File: config.mk
export PLATFORM = sky130hd
export DESIGN_NAME = tps_front
export DESIGN_NICKNAME = d
export VERILOG_FILES = /design/src/rtl/core/triangle_plane_slicer_unit_defines.svh /design/src/rtl/core/tps_pkg.sv /design/src/rtl/core/tps_front.sv
export SDC_FILE = /design/constraint.sdc
export NUM_CORES = 2
export LEC_CHECK = 0
export ABC_AREA = 1
export BUFFER_PORTS_ARGS = -buffer_cell sky130_fd_sc_hd__buf_4
export CORE_MARGIN = 8
export CORE_UTILIZATION = 53
export CTS_CLUSTER_DIAMETER = 60
export DETAILED_ROUTE_END_ITERATION = 10
export GPL_ROUTABILITY_DRIVEN = 0
export PLACE_DENSITY_LB_ADDON = 0.12
export SLEW_MARGIN = 20
export SYNTH_ARGS = -nofsm -noshare
export SYNTH_HDL_FRONTEND = slang
export SYNTH_SLANG_ARGS = --single-unit
File: constraint.sdc
create_clock -name i_clk -period 2.85 [get_ports i_clk]
set_input_delay 0.1425 -clock i_clk [delete_from_list [all_inputs] [get_ports i_clk]]
set_output_delay 0.1425 -clock i_clk [all_outputs]
set_load 0.05 [all_outputs]
File: src/rtl/core/triangle_plane_slicer_unit_defines.svh
// ---------------------------------------------------------------------------
// Assertion macros for the triangle plane slicer
// ---------------------------------------------------------------------------
`ifndef TRIANGLE_PLANE_SLICER_UNIT_DEFINES_SVH
`define TRIANGLE_PLANE_SLICER_UNIT_DEFINES_SVH

`ifndef SYNTHESIS
// same-cycle implication
`define TPS_ASSERT_NOW(label, ante, cons) \
    label: assert property (@(posedge i_clk) disable iff (!i_rst_n) (ante) |-> (cons)) \
        else $error("assertion failed");
// next-cycle implication
`define TPS_ASSERT_NEXT(label, ante, cons) \
    label: assert property (@(posedge i_clk) disable iff (!i_rst_n) (ante) |=> (cons)) \
        else $error("assertion failed");
`else
`define TPS_ASSERT_NOW(label, ante, cons)
`define TPS_ASSERT_NEXT(label, ante, cons)
`endif

`endif

File: src/rtl/core/tps_pkg.sv
// ---------------------------------------------------------------------------
// tps_pkg
// Shared types and constants of the triangle plane slicer.
// ---------------------------------------------------------------------------
package tps_pkg;

    localparam int COORD_W  = 32;
    localparam int LANES    = 4;
    localparam int DIV_STEP = 2;
    localparam int DIV_STG  = COORD_W / DIV_STEP;
    // three front stages, one multiply, divider stages, one output stage
    localparam int NSTG     = DIV_STG + 5;

    typedef struct packed {
        logic signed [COORD_W-1:0] v0_x;
        logic signed [COORD_W-1:0] v0_y;
        logic signed [COORD_W-1:0] v0_z;
        logic signed [COORD_W-1:0] v1_x;
        logic signed [COORD_W-1:0] v1_y;
        logic signed [COORD_W-1:0] v1_z;
        logic signed [COORD_W-1:0] v2_x;
        logic signed [COORD_W-1:0] v2_y;
        logic signed [COORD_W-1:0] v2_z;
        logic signed [COORD_W-1:0] plane_z;
    } t_in_beat;

    typedef struct packed {
        logic                      hit;
        logic signed [COORD_W-1:0] start_x;
        logic signed [COORD_W-1:0] start_y;
        logic signed [COORD_W-1:0] end_x;
        logic signed [COORD_W-1:0] end_y;
    } t_out_beat;

    // unsigned operands of one multiply-divide lane
    typedef struct packed {
        logic [COORD_W-1:0] mn;
        logic [COORD_W-1:0] mdc;
        logic [COORD_W-1:0] mdz;
    } t_lane_req;

    // data that rides alongside the lanes
    typedef struct packed {
        logic                                hit;
        logic [LANES-1:0]                    neg;
        logic [LANES-1:0][COORD_W-1:0]       base;
    } t_side;

endpackage

File: src/rtl/core/tps_front.sv
// ---------------------------------------------------------------------------
// tps_front
// Edge crossing test, edge selection, differences and magnitudes.
// ---------------------------------------------------------------------------
module tps_front (
    input  logic                                   i_clk,
    input  logic [2:0]                             i_en,
    input  tps_pkg::t_in_beat                      i_data,
    output tps_pkg::t_lane_req [tps_pkg::LANES-1:0] o_req,
    output tps_pkg::t_side                         o_side
);
    import tps_pkg::*;

    logic [2:0]                r_a_cut;
    t_in_beat                  r_a_data;
    logic [2:0]                cut;

    logic                      r_b_hit;
    logic [1:0][COORD_W-1:0]   r_b_xa, r_b_ya;
    logic [1:0][COORD_W:0]     r_b_n, r_b_dz, r_b_dx, r_b_dy;
    logic [1:0][COORD_W-1:0]   n_b_xa, n_b_ya;
    logic [1:0][COORD_W:0]     n_b_n, n_b_dz, n_b_dx, n_b_dy;
    logic [2:0][COORD_W-1:0]   vx, vy, vz;

    t_lane_req [LANES-1:0]     r_c_req, n_c_req;
    t_side                     r_c_side, n_c_side;

    function automatic logic [COORD_W-1:0] mag33(input logic [COORD_W:0] v);
        logic [COORD_W:0] a;
        a = v[COORD_W] ? (~v + 1'b1) : v;
        return a[COORD_W-1:0];
    endfunction

    // test each edge for a strict crossing
    always_comb begin
        cut[0] = (i_data.v0_z < i_data.plane_z && i_data.plane_z < i_data.v1_z) ||
                 (i_data.v1_z < i_data.plane_z && i_data.plane_z < i_data.v0_z);
        cut[1] = (i_data.v1_z < i_data.plane_z && i_data.plane_z < i_data.v2_z) ||
                 (i_data.v2_z < i_data.plane_z && i_data.plane_z < i_data.v1_z);
        cut[2] = (i_data.v0_z < i_data.plane_z && i_data.plane_z < i_data.v2_z) ||
                 (i_data.v2_z < i_data.plane_z && i_data.plane_z < i_data.v0_z);
    end

    always_ff @(posedge i_clk) begin
        if (i_en[0]) begin
            r_a_cut  <= cut;
            r_a_data <= i_data;
        end
    end

    // pick the two crossed edges and form their differences
    always_comb begin
        logic [1:0] ea [2];
        logic [1:0] eb [2];
        vx[0] = r_a_data.v0_x; vy[0] = r_a_data.v0_y; vz[0] = r_a_data.v0_z;
        vx[1] = r_a_data.v1_x; vy[1] = r_a_data.v1_y; vz[1] = r_a_data.v1_z;
        vx[2] = r_a_data.v2_x; vy[2] = r_a_data.v2_y; vz[2] = r_a_data.v2_z;
        ea[0] = r_a_cut[0] ? 2'd0 : 2'd1;
        eb[0] = r_a_cut[0] ? 2'd1 : 2'd2;
        ea[1] = r_a_cut[2] ? 2'd0 : 2'd1;
        eb[1] = 2'd2;
        for (int k = 0; k < 2; k++) begin
            n_b_xa[k] = vx[ea[k]];
            n_b_ya[k] = vy[ea[k]];
            n_b_n[k]  = {r_a_data.plane_z[COORD_W-1], r_a_data.plane_z}
                        - {vz[ea[k]][COORD_W-1], vz[ea[k]]};
            n_b_dz[k] = {vz[eb[k]][COORD_W-1], vz[eb[k]]} - {vz[ea[k]][COORD_W-1], vz[ea[k]]};
            n_b_dx[k] = {vx[eb[k]][COORD_W-1], vx[eb[k]]} - {vx[ea[k]][COORD_W-1], vx[ea[k]]};
            n_b_dy[k] = {vy[eb[k]][COORD_W-1], vy[eb[k]]} - {vy[ea[k]][COORD_W-1], vy[ea[k]]};
        end
    end

    always_ff @(posedge i_clk) begin
        if (i_en[1]) begin
            r_b_hit <= (r_a_cut == 3'b011) || (r_a_cut == 3'b101) || (r_a_cut == 3'b110);
            r_b_xa  <= n_b_xa;
            r_b_ya  <= n_b_ya;
            r_b_n   <= n_b_n;
            r_b_dz  <= n_b_dz;
            r_b_dx  <= n_b_dx;
            r_b_dy  <= n_b_dy;
        end
    end

    // split into magnitudes and result sign per lane
    always_comb begin
        n_c_side.hit = r_b_hit;
        for (int k = 0; k < 2; k++) begin
            n_c_req[2*k].mn    = mag33(r_b_n[k]);
            n_c_req[2*k].mdc   = mag33(r_b_dx[k]);
            n_c_req[2*k].mdz   = mag33(r_b_dz[k]);
            n_c_req[2*k+1].mn  = mag33(r_b_n[k]);
            n_c_req[2*k+1].mdc = mag33(r_b_dy[k]);
            n_c_req[2*k+1].mdz = mag33(r_b_dz[k]);
            n_c_side.neg[2*k]   = r_b_n[k][COORD_W] ^ r_b_dx[k][COORD_W] ^ r_b_dz[k][COORD_W];
            n_c_side.neg[2*k+1] = r_b_n[k][COORD_W] ^ r_b_dy[k][COORD_W] ^ r_b_dz[k][COORD_W];
            n_c_side.base[2*k]   = r_b_xa[k];
            n_c_side.base[2*k+1] = r_b_ya[k];
        end
    end

    always_ff @(posedge i_clk) begin
        if (i_en[2]) begin
            r_c_req  <= n_c_req;
            r_c_side <= n_c_side;
        end
    end

    assign o_req  = r_c_req;
    assign o_side = r_c_side;

endmodule

==> results.md <==
- Failing checks: negative setup slack
- Port Buffer Count: 840
- Warnings, synthesis: 0
- Net Count, Synth: 6,838
- Arrival @ worst endpoint: 3.47 ns
- CP required: about 3.3 ns
- Core area: 116,000 sq um
- Clock power frac: 21.8%
- Worst slew margin: about 36%
- Die Ht: about 360 um
- Vias: 53,142
- Reg power frac: about a third
- DRC: 0
- Mapped Cells: 6,146
- Yosys reg bits: 1,105
- Setup Skew: 0.0335 ns
- Cell internal pwr: 46.2 mW
- Power per cell area: approximately 940 nW/um^2
- Largest net degree at the start of global routing: 75
- Peak Freq: 336 MHz
- Avg Synthesized Cell Area: 10.0 sq um
- Seq/Total Area, Yosys: 53.9%
- DR WL/cell: 22.3 um
- Final setup vio count: 44
- Final worst slack: -0.129 ns
- Initial Util: 53.2%
- GRT Overall Usage: 32.2%
- Initial antenna violation count: 20
- TritonCTS buffer count: 132
- Vias in the first global route: 52,725
- Min Hold Slack: around 0.11 ns
- H-tree depth: 4
- Clk sinks: approximately 1,100
- Synthesized cell area: 61,500 sq um
- Fin nets: 8,678
- Crit path time final: 2.98 ns
- Setup Crit Path Kind: flop to flop
- Detail Route Antenna Nets: 0
- Chip width: 357 um
- Clock Path Buffers: 3
- Layout cells sized above 1: 28.1%
- Max-cap viol count: 0
- Ys flop type: edfxtp_1
- Leakage: around 37 nW
- DR vias/cell: 5.52
- P&R area growth vs syn: 36.0%
- Combinational share of power: about 45%
- Post-synth EDFFs: ~1,100
- Total power: 78.5 mW
- DR iter-0 viols: 5,129
- Gr ovfl total: 0
- Clock root buffer master: clkbuf_16
- Die footprint: ~130,000 sq um
- Max VDD drop: 0.000725 V
- First-pass GRT wire length: about 310,000 um
- Hold Path Class: primary input to flop
- Sw Pwr: around 32 mW
- Unrepaired setup endpoints after global routing: yes
- CP endpoint kind: flop
- Yosys cell types: 52
- Startpoint types: flop
- Post-DP HPWL: 163,000 um
- CTS tree: done
- Cell Rows: 125
- Max Slew Vio Count: 0
- IO Count: around 840
- DRT Pass-1 Iters: 7
- Commonest non-fill, non-tap cell in the layout: buf_4
- Asr flop ratio synth: 0%
- Worst-Margin Slew: 0.943 ns
- Period utilisation layout: 105%
- Status: finished, violations left
- Sw frac: 41.2%
- Worst-path maximum fanout: between 40 and 50
- Most frequent cells in the layout: buf_4, nand2_1, edfxtp_1
- DRT Wirelength: 215,000 um
- Hold Violations, Final: 0
- CTS clk-pin slew, worst paths: 0.06 ns
- Worst-Skew Late Latency: roughly 0.75 ns
==> critical path, stage by stage, from the launching register on <==
cell and delay, ns:
edfxtp_1 0.39, buf_12 0.19, buf_16 0.22, mux2_2 0.37
ha_1 0.33, nand2_1 0.14, nor2_2 0.21, a21oi_4 0.10
o21bai_4 0.19, nand2_1 0.08, nand2_1 0.15, nand2_1 0.09
buf_4 0.13, nand3_1 0.05, nand2_1 0.05
==> layout make-up <==
class / count / area, sq um
Timing Repair Buffer: 1911 / 15600
Clock inverter: 86 / 880
Multi-Input combinational cell: 4054 / 25600
Fill cell: 8100 / 32100
Tap cell: 1524 / 1910
Clock buffer: 154 / 3490
Antenna cell: 10 / 25.0
Inverter: 782 / 2940
Sequential cell: 1105 / 33200
==> registers in the layout, indices dropped and copies added (netlist names), 3 cells and up <==
signal and flops:
r_b_dx 66, r_a_cut 3, o_side 133, r_b_dy 66, n_c_side 128, o_req 256, r_a_data 320, r_b_n 66
r_b_dz 66
==> metal layers <==
layer	track usage, %	routed length (um)
met3	6.66	19100
met5	0	62
met4	17.3	13200
met2	54.7	103000
met1	38.4	79100
==> final timing paths <==
| check | depth (start not counted) | startpoint | slack (ns) | to |
|---|---|---|---|---|
| max reg2reg | 14 | r_a_cut[0]$_DFFE_PP_ | -0.13 | r_b_dx[31]$_DFFE_PP_ |
| min | 2 | i_data[300] | 0.11 | r_a_data[300]$_DFFE_PP_ |
| max | 14 | r_a_cut[0]$_DFFE_PP_ | -0.13 | r_b_dx[31]$_DFFE_PP_ |
| min reg2reg | 0 | n_c_side[43]$_DFFE_PP_ | 0.40 | o_side[43]$_DFFE_PP_ |
==> cell usage after synthesis (6+ instances only) <==
| cell type | number | area [sq um] |
|---|---|---|
| o2111ai_1 | 12 | 105 |
| fa_1 | 8 | 160 |
| a21boi_1 | 6 | 45.0 |
| o21ai_1 | 24 | 120 |
| nand3_1 | 180 | 901 |
| nand3_2 | 6 | 60.1 |
| a21boi_0 | 8 | 60.1 |
| nor2_2 | 11 | 68.8 |
| o211ai_1 | 20 | 150 |
| o21ai_0 | 416 | 2080 |
| nand2_2 | 7 | 43.8 |
| o21ai_2 | 23 | 201 |
| edfxtp_1 | 1105 | 33200 |
| o21a_1 | 27 | 203 |
| o21bai_2 | 19 | 214 |
| nor3_1 | 84 | 420 |
| xor2_1 | 289 | 2530 |
| a21oi_1 | 352 | 1760 |
| a21o_1 | 31 | 233 |
| nand2_1 | 1238 | 4650 |
| and3_1 | 12 | 75.1 |
| nand4_1 | 45 | 282 |
| nand3b_1 | 20 | 150 |
| clkbuf_1 | 56 | 210 |
| or2_2 | 8 | 50.1 |
| o21bai_1 | 44 | 330 |
| a21oi_2 | 11 | 96.3 |
| buf_4 | 128 | 961 |
| nor3_2 | 10 | 100 |
| nor2_1 | 478 | 1790 |
| inv_1 | 780 | 2930 |
| ha_1 | 360 | 4500 |
| buf_1 | 9 | 33.8 |
| xnor2_1 | 125 | 1090 |
| a31oi_1 | 40 | 250 |
| nor4_1 | 27 | 169 |
| buf_2 | 12 | 60.1 |
| mux2_2 | 90 | 1010 |
==> kinds of logic after synthesis <==
family	share of synthesized area, %
and+or+nand+nor	14.4
muxes	1.66
buffers and inverters	6.83
DFF	53.9
AOI/OAI and AO/OA	9.66
xor gates and xnor gates	5.89
adders and majority gates	7.58
==> through the flow <==
step	setup TNS, ns	cell area (sq um)	util, %	setup WS [ns]	std cells
after global placement	-8.89	74200	64.1	-0.359	9022
after global routing	-11.65	83600	72.3	-0.276	9622
after detailed placement	-12.34	74200	64.1	-0.390	9022
final	-1.66	83700	72.3	-0.129	9626
after CTS	-0.862	82200	71.0	-0.107	9598
after floorplan	-0.0737	61500	-	-0.0261	6146
==> power by group through the flow <==
stage               clock (mW)  sequential [mW]  combinational [mW]
floorplan                    0             30.1                15.7
global placement             0             26.0                32.7
detailed placement           0             26.0                33.0
CTS                       17.2             25.7                34.0
global route              17.9             26.1                37.7
finish                    17.1             25.8                35.6
==> timing repair <==
item / 4_1_cts / 5_1_grt
hold buffers: 323 / 0
gates resized for setup: 122 / 334
cloned: 1 / 2
endpoints found under the hold margin: 462 / 0
endpoints found under the setup margin: 134 / 156
pin swaps: 8 / 29
buffers inserted: 12 / 16
Note: power is estimated with default switching activity, not from simulation.
